### config.mk
export PLATFORM = sky130hd
export DESIGN_NAME = ber_tlv_header_parser_unit_flat
export DESIGN_NICKNAME = d
export VERILOG_FILES = /design/src/sv/bthp_pkg.sv /design/src/sv/bthp_stream_if.sv /design/src/sv/bthp_in_stage.sv /design/src/sv/bthp_parse.sv /design/src/sv/bthp_out_stage.sv /design/src/sv/ber_tlv_header_parser_unit.sv /design/src/flat_wrapper.sv
export SDC_FILE = /design/constraint.sdc
export NUM_CORES = 1
export LEC_CHECK = 0
export BUFFER_PORTS_ARGS = -buffer_cell sky130_fd_sc_hd__buf_2
export CAP_MARGIN = 10
export CELL_PAD_IN_SITES_DETAIL_PLACEMENT = 1
export CELL_PAD_IN_SITES_GLOBAL_PLACEMENT = 2
export CORE_MARGIN = 2
export CORE_UTILIZATION = 41
export CTS_CLUSTER_SIZE = 24
export DETAILED_ROUTE_END_ITERATION = 8
export GPL_TIMING_DRIVEN = 0
export PLACE_DENSITY_LB_ADDON = 0.1
export SYNTH_ARGS = -nofsm -noshare
export SYNTH_HDL_FRONTEND = slang
export SYNTH_SLANG_ARGS = --single-unit
export TNS_END_PERCENT = 1
### constraint.sdc
create_clock -name clk_i -period 4.1 [get_ports clk_i]
set_clock_uncertainty 0.2 [all_clocks]
set_input_delay 0 -clock clk_i [delete_from_list [all_inputs] [get_ports clk_i]]
set_output_delay 0 -clock clk_i [all_outputs]
set_load 0.05 [all_outputs]
### src/sv/bthp_pkg.sv
`timescale 1ns / 1ps
// ----------------------------------------------------------------------------
// bthp_pkg
// Shared types and defaults for the BER-TLV header parser.
// ----------------------------------------------------------------------------
package bthp_pkg;

  localparam int DefMaxTagBytes    = 3;
  localparam int DefMaxLenFldBytes = 3;

  typedef enum logic [1:0] {
    ST_OK        = 2'd0,
    ST_MALFORMED = 2'd1,
    ST_TRUNCATED = 2'd2
  } status_e;

  typedef struct packed {
    logic [7:0] data_byte;
    logic       end_of_buffer;
  } in_item_t;

  typedef struct packed {
    status_e     status;
    logic [1:0]  tag_class;
    logic        constructed;
    logic [13:0] tag_number;
    logic [15:0] value_length;
    logic [2:0]  header_length;
  } hdr_item_t;

  // parser result toward the output register
  typedef struct packed {
    logic      valid;
    hdr_item_t item;
  } res_t;

endpackage

### src/sv/bthp_stream_if.sv
`timescale 1ns / 1ps
// ----------------------------------------------------------------------------
// bthp_stream_if
// Valid/ready channel carrying one item of a given payload type.
// ----------------------------------------------------------------------------
interface bthp_stream_if #(
  parameter type T = logic
);
  logic valid;
  logic ready;
  T     payload;

  modport source (output valid, output payload, input ready);
  modport sink   (input valid, input payload, output ready);
endinterface

### src/sv/bthp_in_stage.sv
`timescale 1ns / 1ps
// ----------------------------------------------------------------------------
// bthp_in_stage
// Input register: holds one byte item until the parser consumes it.
// ----------------------------------------------------------------------------
module bthp_in_stage (
  input  logic               clk_i,
  input  logic               rst_ni,
  bthp_stream_if.sink        in_if,
  input  logic               step_i,
  output logic               valid_o,
  output bthp_pkg::in_item_t item_o
);
  import bthp_pkg::*;

  logic     valid_q, valid_d;
  in_item_t item_q;
  logic     load;

  assign in_if.ready = !valid_q || step_i;
  assign load        = in_if.valid && in_if.ready;

  always_comb begin
    valid_d = valid_q;
    if (load) begin
      valid_d = 1'b1;
    end else if (step_i) begin
      valid_d = 1'b0;
    end
  end

  always_ff @(posedge clk_i or negedge rst_ni) begin
    if (!rst_ni) begin
      valid_q <= 1'b0;
    end else begin
      valid_q <= valid_d;
    end
  end

  always_ff @(posedge clk_i) begin
    if (load) begin
      item_q <= in_if.payload;
    end
  end

  assign valid_o = valid_q;
  assign item_o  = item_q;

endmodule

### src/sv/bthp_parse.sv
`timescale 1ns / 1ps
// ----------------------------------------------------------------------------
// bthp_parse
// Header state machine: one byte per step, result formed in the same cycle.
// ----------------------------------------------------------------------------
module bthp_parse #(
  parameter int MAX_TAG_BYTES          = bthp_pkg::DefMaxTagBytes,
  parameter int MAX_LENGTH_FIELD_BYTES = bthp_pkg::DefMaxLenFldBytes
) (
  input  logic               clk_i,
  input  logic               rst_ni,
  input  logic               step_i,
  input  bthp_pkg::in_item_t item_i,
  output bthp_pkg::res_t     res_o
);
  import bthp_pkg::*;

  localparam int TagCntW = $clog2(MAX_TAG_BYTES);
  localparam int LenCntW = $clog2(MAX_LENGTH_FIELD_BYTES);

  typedef enum logic [5:0] {
    PH_TAG0 = 6'b000001,
    PH_TAGN = 6'b000010,
    PH_LEN0 = 6'b000100,
    PH_LENN = 6'b001000,
    PH_SKIP = 6'b010000,
    PH_ERR  = 6'b100000
  } phase_e;

  phase_e             phase_q, phase_d;
  logic [1:0]         class_q, class_d;
  logic               cons_q, cons_d;
  logic [13:0]        number_q, number_d;
  logic [TagCntW-1:0] tag_seen_q, tag_seen_d;
  logic [15:0]        length_q, length_d;
  logic [LenCntW-1:0] len_left_q, len_left_d;
  logic [2:0]         hcount_q, hcount_d;
  logic [15:0]        skip_q, skip_d;

  logic [7:0] b;
  logic [6:0] cnt;
  logic       emit;
  status_e    status;

  assign b   = item_i.data_byte;
  assign cnt = b[6:0];

  always_comb begin
    phase_d    = phase_q;
    class_d    = class_q;
    cons_d     = cons_q;
    number_d   = number_q;
    tag_seen_d = tag_seen_q;
    length_d   = length_q;
    len_left_d = len_left_q;
    hcount_d   = hcount_q;
    skip_d     = skip_q;
    emit       = 1'b0;
    status     = ST_OK;

    case (phase_q)
      PH_TAGN: begin
        hcount_d   = hcount_q + 3'd1;
        tag_seen_d = tag_seen_q + TagCntW'(1);
        if (number_q[13:7] != 7'd0) begin
          // next 7 bits would overflow the tag number
          emit    = 1'b1;
          status  = ST_MALFORMED;
          phase_d = PH_ERR;
        end else begin
          number_d = {number_q[6:0], b[6:0]};
          if (!b[7]) begin
            phase_d = PH_LEN0;
          end else if (({1'b0, tag_seen_d} + (TagCntW+1)'(1))
                       >= (TagCntW+1)'(MAX_TAG_BYTES)) begin
            emit    = 1'b1;
            status  = ST_MALFORMED;
            phase_d = PH_ERR;
          end
        end
      end
      PH_LEN0: begin
        hcount_d = hcount_q + 3'd1;
        length_d = 16'd0;
        if (!b[7]) begin
          length_d = {9'd0, b[6:0]};
          emit     = 1'b1;
          skip_d   = length_d;
          phase_d  = (length_d != 16'd0) ? PH_SKIP : PH_TAG0;
        end else if (cnt == 7'd0 || cnt == 7'd127 ||
                     ({1'b0, cnt} + 8'd1) > 8'(MAX_LENGTH_FIELD_BYTES)) begin
          // indefinite, reserved or too many length bytes
          emit    = 1'b1;
          status  = ST_MALFORMED;
          phase_d = PH_ERR;
        end else begin
          len_left_d = cnt[LenCntW-1:0];
          phase_d    = PH_LENN;
        end
      end
      PH_LENN: begin
        hcount_d = hcount_q + 3'd1;
        if (length_q[15:8] != 8'd0) begin
          emit    = 1'b1;
          status  = ST_MALFORMED;
          phase_d = PH_ERR;
        end else begin
          length_d = {length_q[7:0], b};
          if (len_left_q != '0) begin
            len_left_d = len_left_q - LenCntW'(1);
          end
          if (len_left_d == '0) begin
            emit    = 1'b1;
            skip_d  = length_d;
            phase_d = (length_d != 16'd0) ? PH_SKIP : PH_TAG0;
          end
        end
      end
      PH_SKIP: begin
        if (skip_q != 16'd0) begin
          skip_d = skip_q - 16'd1;
        end
        if (skip_d == 16'd0) begin
          phase_d = PH_TAG0;
        end
      end
      PH_ERR: begin
        // drop bytes until buffer end
      end
      default: begin
        hcount_d   = 3'd1;
        class_d    = b[7:6];
        cons_d     = b[5];
        tag_seen_d = '0;
        length_d   = 16'd0;
        len_left_d = '0;
        if (b[4:0] == 5'h1F) begin
          number_d = 14'd0;
          phase_d  = PH_TAGN;
        end else begin
          number_d = {9'd0, b[4:0]};
          phase_d  = PH_LEN0;
        end
      end
    endcase

    if (item_i.end_of_buffer && !emit &&
        (phase_d == PH_TAGN || phase_d == PH_LEN0 || phase_d == PH_LENN)) begin
      emit   = 1'b1;
      status = ST_TRUNCATED;
    end

    // result always shows the updated header fields
    res_o.valid              = emit;
    res_o.item.status        = status;
    res_o.item.tag_class     = class_d;
    res_o.item.constructed   = cons_d;
    res_o.item.tag_number    = number_d;
    res_o.item.value_length  = length_d;
    res_o.item.header_length = hcount_d;

    if (item_i.end_of_buffer) begin
      phase_d    = PH_TAG0;
      class_d    = 2'd0;
      cons_d     = 1'b0;
      number_d   = 14'd0;
      tag_seen_d = '0;
      length_d   = 16'd0;
      len_left_d = '0;
      hcount_d   = 3'd0;
      skip_d     = 16'd0;
    end
  end

  always_ff @(posedge clk_i or negedge rst_ni) begin
    if (!rst_ni) begin
      phase_q    <= PH_TAG0;
      class_q    <= 2'd0;
      cons_q     <= 1'b0;
      number_q   <= 14'd0;
      tag_seen_q <= '0;
      length_q   <= 16'd0;
      len_left_q <= '0;
      hcount_q   <= 3'd0;
      skip_q     <= 16'd0;
    end else if (step_i) begin
      phase_q    <= phase_d;
      class_q    <= class_d;
      cons_q     <= cons_d;
      number_q   <= number_d;
      tag_seen_q <= tag_seen_d;
      length_q   <= length_d;
      len_left_q <= len_left_d;
      hcount_q   <= hcount_d;
      skip_q     <= skip_d;
    end
  end

  a_eob_clears: assert property (@(posedge clk_i) disable iff (!rst_ni)
    step_i && item_i.end_of_buffer |=> phase_q == PH_TAG0 && hcount_q == 3'd0)
    else $error("state not cleared after buffer end");

  a_err_silent: assert property (@(posedge clk_i) disable iff (!rst_ni)
    phase_q == PH_ERR || phase_q == PH_SKIP |-> !res_o.valid)
    else $error("result raised while skipping or in error");

  a_ok_from_len: assert property (@(posedge clk_i) disable iff (!rst_ni)
    res_o.valid && res_o.item.status == ST_OK |-> phase_q == PH_LEN0 || phase_q == PH_LENN)
    else $error("good header outside length phase");

endmodule

### src/sv/bthp_out_stage.sv
`timescale 1ns / 1ps
// ----------------------------------------------------------------------------
// bthp_out_stage
// Result register: holds one header item until the sink takes it.
// ----------------------------------------------------------------------------
module bthp_out_stage (
  input  logic           clk_i,
  input  logic           rst_ni,
  input  logic           step_i,
  input  bthp_pkg::res_t res_i,
  output logic           free_o,
  bthp_stream_if.source  out_if
);
  import bthp_pkg::*;

  logic      valid_q, valid_d;
  hdr_item_t item_q;
  logic      load;

  assign free_o = !valid_q || out_if.ready;
  assign load   = step_i && res_i.valid;

  always_comb begin
    valid_d = valid_q;
    if (load) begin
      valid_d = 1'b1;
    end else if (out_if.ready) begin
      valid_d = 1'b0;
    end
  end

  always_ff @(posedge clk_i or negedge rst_ni) begin
    if (!rst_ni) begin
      valid_q <= 1'b0;
    end else begin
      valid_q <= valid_d;
    end
  end

  always_ff @(posedge clk_i) begin
    if (load) begin
      item_q <= res_i.item;
    end
  end

  assign out_if.valid   = valid_q;
  assign out_if.payload = item_q;

endmodule

### src/sv/ber_tlv_header_parser_unit.sv
`timescale 1ns / 1ps
// ----------------------------------------------------------------------------
// ber_tlv_header_parser_unit
// BER-TLV header parser: bytes in, one item per completed or failed header out.
// ----------------------------------------------------------------------------
//
//  channel  dir  payload                                   handshake
//  -------  ---  ----------------------------------------  ------------
//  byte_i   in   data_byte, end_of_buffer                  valid/ready
//  hdr_o    out  status, tag_class, constructed,           valid/ready
//                tag_number, value_length, header_length
//
//  One byte item per cycle while the parser is not stalled; a byte is held in
//  the input register until the parser steps on it, and a header item that
//  byte ends is registered and valid on hdr_o from the next edge.
//  The rate is set by the single-step header state machine in bthp_parse.
//  rst_ni (async, active low) returns the parser to the first tag byte and
//  empties both registers; no clearing pass.
//  A result held on hdr_o while the sink is not ready stalls the parser for
//  any byte; byte_i.ready drops once the input register is full and blocked.
//
module ber_tlv_header_parser_unit #(
  parameter int MAX_TAG_BYTES          = bthp_pkg::DefMaxTagBytes,
  parameter int MAX_LENGTH_FIELD_BYTES = bthp_pkg::DefMaxLenFldBytes
) (
  input  logic          clk_i,
  input  logic          rst_ni,
  bthp_stream_if.sink   byte_i,
  bthp_stream_if.source hdr_o
);
  import bthp_pkg::*;

  logic     in_valid;
  in_item_t in_item;
  res_t     res;
  logic     out_free;
  logic     step;

  // parser consumes the held byte when the result register can take a result
  assign step = in_valid && out_free;

  bthp_in_stage u_in (
    .clk_i   (clk_i),
    .rst_ni  (rst_ni),
    .in_if   (byte_i),
    .step_i  (step),
    .valid_o (in_valid),
    .item_o  (in_item)
  );

  bthp_parse #(
    .MAX_TAG_BYTES          (MAX_TAG_BYTES),
    .MAX_LENGTH_FIELD_BYTES (MAX_LENGTH_FIELD_BYTES)
  ) u_parse (
    .clk_i  (clk_i),
    .rst_ni (rst_ni),
    .step_i (step),
    .item_i (in_item),
    .res_o  (res)
  );

  bthp_out_stage u_out (
    .clk_i  (clk_i),
    .rst_ni (rst_ni),
    .step_i (step),
    .res_i  (res),
    .free_o (out_free),
    .out_if (hdr_o)
  );

  a_no_overwrite: assert property (@(posedge clk_i) disable iff (!rst_ni)
    hdr_o.valid && !hdr_o.ready |-> !step)
    else $error("parser stepped while result held");

endmodule
### src/flat_wrapper.sv
// flat-port wrapper written by rule: the top's interface ports become plain ports
module ber_tlv_header_parser_unit_flat import bthp_pkg::*;
#(
  parameter int MAX_TAG_BYTES          = bthp_pkg::DefMaxTagBytes,
  parameter int MAX_LENGTH_FIELD_BYTES = bthp_pkg::DefMaxLenFldBytes
)
  (clk_i, rst_ni, byte_i_valid, byte_i_payload, byte_i_ready, hdr_o_valid, hdr_o_payload, hdr_o_ready);
  bthp_stream_if byte_i_i ();
  bthp_stream_if hdr_o_i ();
  input  logic clk_i;
  input  logic rst_ni;
  input wire logic [$bits(byte_i_i.valid)-1:0] byte_i_valid;
  input wire logic [$bits(byte_i_i.payload)-1:0] byte_i_payload;
  output wire logic [$bits(byte_i_i.ready)-1:0] byte_i_ready;
  output wire logic [$bits(hdr_o_i.valid)-1:0] hdr_o_valid;
  output wire logic [$bits(hdr_o_i.payload)-1:0] hdr_o_payload;
  input wire logic [$bits(hdr_o_i.ready)-1:0] hdr_o_ready;
  assign byte_i_i.valid = byte_i_valid;
  assign byte_i_i.payload = byte_i_payload;
  assign byte_i_ready = byte_i_i.ready;
  assign hdr_o_valid = hdr_o_i.valid;
  assign hdr_o_payload = hdr_o_i.payload;
  assign hdr_o_i.ready = hdr_o_ready;
  ber_tlv_header_parser_unit #(.MAX_TAG_BYTES(MAX_TAG_BYTES), .MAX_LENGTH_FIELD_BYTES(MAX_LENGTH_FIELD_BYTES)) u_core (.clk_i(clk_i), .rst_ni(rst_ni), .byte_i(byte_i_i), .hdr_o(hdr_o_i));
endmodule
==> results.md <==
- Chip Height: about 70 um
- R2R setup slack: approximately 1.1 ns
- Initial Util: 0.4286
- Reg2Reg Depth: 8
- Cts bufs inserted: 5
- Syn nets: ~220
- Initial DRC Count: 67
- Final net count: 243
- CP Capture Type: flip-flop
- Most frequent cells in the layout: dfrtp_1 (26), o21ai_0 (22), nand2_1 (21)
- Seq/Total Area, Yosys: 0.3896
- Critical path class: reg -> reg
- Crit Path Max Fanout: 8
- CTS Buffer Depth: 2
- Residual DRC count: 0
- Post-CTS Setup Repair Bufs: 0
- GRT Total Usage: 0.2179
- Total power: 0.0007166 W
- Vias in the first global route: about 1800
- Mapped Area: 1892 um^2
- MaxCap Viol Count: 0
- Routability cong.: 0.8711
- CTS tree: built
- Gr ovfl total: 0
- Post-DRT Antenna Nets: 0
- Root Buffer: clkbuf_8
- RSZ-0062 raised after global routing: false
- Main synth FF type: dfrtp_1
- Post-synth cell types: 53
- Fmax: 335.6 MHz
- Clk_lat worst skew: 0.27 ns
- Worst slew pin tran: 0.8914 ns
- Die width: 71.93 um
- CP startpoint kind: flip-flop
- Final TNS setup: 0 ns
- Status: finished clean
- Detail Placement HPWL: 3.664 mm
- Fin area: around 2100 um^2
- Via count: 1773
- Peak VDD IR: 0.1888 mV
- Tcrit/Tclk final: 0.7269
- Yosys warning count: 0
- WL/cell: 17.64 um
- Setup WS pre-CTS: 1.126 ns
- Clock slew at reported path FFs: 0.07 ns
- Slew Limit Fails: 0
- Most common cell after layout, fill and taps aside: dfrtp_1
- Critical path arrival: 2.99 ns
- Mapped Cells: between 200 and 250
- DP Area: 1992 um^2
- Post-synth EDFFs: 2
- Std cell rows: 24
- Core box area: 4414 um^2
- Static leakage: 0.9499 nW
- Port bufs: 7
- Area Growth Syn to Fin: 12.50%
- Setup WS post-layout: 1.120 ns
- Min cycle time layout: 2.980 ns
- Ratio of cells with drive above 1 in the final layout: 0.1303
- Post-synthesis area per instance: roughly 8.7 um^2
- Seq cells post-synth: 29
- H-tree levels: 2
- Slew headroom: 0.4003
- Pin count of the biggest net entering global routing: 28
- PD cells: ~340 nW/um^2
- Router iterations before antenna repair: 4
- Final wirelength: approximately 5.1 mm
- Avg Vias per Cell: 6.114
- Hold WC Path Type: in -> async
- Initial antenna violation count: 0
- Number of setup violations in the final report: 0
- Antenna fix cells: 0
- Die footprint: 5173 um^2
- Ports: 8
- Clk sinks: 29
- Endpoints failing hold: 0
- Global-route wire length before repair: about 8.9 mm
- CP Data Required Time: roughly 4 ns
- Async S/R FF share, synth: 0.9310
-- stage by stage --
step,cells,hold WS [ns],utilization
floorplan,218,-0.4956,-
global placement,277,-0.1430,0.4512
detailed placement,277,-0.1316,0.4512
CTS,290,0.1024,0.4821
global route,290,0.1346,0.4821
finish,290,0.08929,0.4821
-- where the power goes --
part           switching, W  total, W  internal [W]
sequential        0.0000159  0.000324      0.000309
clock              0.000116  0.000233      0.000117
combinational      0.000102  0.000159     0.0000564
total              0.000235  0.000717      0.000482
-- Yosys cell counts, types with 3 or more instances --
master / count / share of area
dfrtp_1: 26 / 0.34
o21ai_0: 22 / 0.058
nand2_1: 21 / 0.042
nor2_1: 19 / 0.038
clkbuf_1: 9 / 0.018
nor3_1: 8 / 0.021
nor4_1: 8 / 0.026
a21oi_1: 6 / 0.016
nand3_1: 6 / 0.016
a31oi_1: 5 / 0.017
inv_1: 5 / 0.0099
nand2b_1: 5 / 0.017
o31ai_1: 5 / 0.020
nor2b_1: 4 / 0.013
or4_1: 4 / 0.016
a21o_1: 3 / 0.012
a22o_1: 3 / 0.014
and3_1: 3 / 0.0099
buf_6: 3 / 0.018
nand4_1: 3 / 0.0099
nor3b_1: 3 / 0.012
nor4b_1: 3 / 0.014
o21bai_1: 3 / 0.012
xor2_1: 3 / 0.014
-- kinds of logic (layout without fill, tap and decap cells) --
kind of cell	Yosys count	in the layout	share of synthesized area
adders and majority gates	1	1	0.006613
and+or+nand+nor	99	99	0.3029
AOI/OAI and AO/OA	63	63	0.2189
xor gates and xnor gates	5	5	0.02315
buffers and inverters	20	40	0.05291
DFF	29	29	0.3896
muxes	1	1	0.005952
-- critical path: stages (launching register included) --
cell and delay, ns:
dfrtp_1 0.44, inv_1 0.10, ha_1 0.29, nor3b_1 0.59, nand4_1 0.41, a21oi_1 0.25, o22ai_1 0.13, nor4_2 0.30
a2bb2oi_1 0.20
-- metal layers --
metal	vias to the layer above	wire length, um	global-route usage
li1	855	-	-
met1	873	2195	0.2686
met5	-	0	0
met2	37	2668	0.3940
met3	8	163	0.03750
met4	0	89	0.05660
-- path summary, 6_finish.rpt --
check,start,endpoint
worst max-delay path,u_core.u_parse.skip_q[0]$_DFFE_PN0P_,u_core.u_parse.phase_q[0]$_DFFE_PN1P_
worst min-delay path,rst_ni,u_core.u_parse.phase_q[1]$_DFFE_PN0P_
worst max register to register,u_core.u_parse.skip_q[0]$_DFFE_PN0P_,u_core.u_parse.phase_q[0]$_DFFE_PN1P_
worst min register to register,u_core.u_in.valid_o$_DFFE_PN0P_,u_core.u_parse.phase_q[5]$_DFFE_PN0P_
max in group asynchronous,rst_ni,u_core.u_parse.skip_q[2]$_DFFE_PN0P_
min in group clk_i,byte_i_payload,u_core.u_in.item_o[0]$_DFFE_PP_
-- flip-flops by register name, indices dropped and copies added, names as in the netlist --
name                         flops
u_core.u_parse.phase_q           6
u_core.u_parse.len_left_q        2
u_core.u_in.valid_o              1
u_core.u_parse.skip_q           16
u_core.u_out.out_if.valid        1
u_core.u_parse.hcount_q          1
u_core.u_in.item_o               1
u_core.u_out.out_if.payload      1
-- repair_timing --
action                                 4_1_cts  5_1_grt
endpoints found under the hold margin       32        0
hold buffers                                 5        0
resized for setup                            0        0
-- cell type report --
type	count	area, um^2
plain buffers	15	81.33
clock buffers	5	68.82
clock inverters	3	17.52
fillers	539	2286
inverters	5	18.77
multi-input cells	169	1055
flip-flops and latches	29	737.0
well taps	52	65.06
repair buffers	12	85.08
Power figures use the tool's default switching activity.
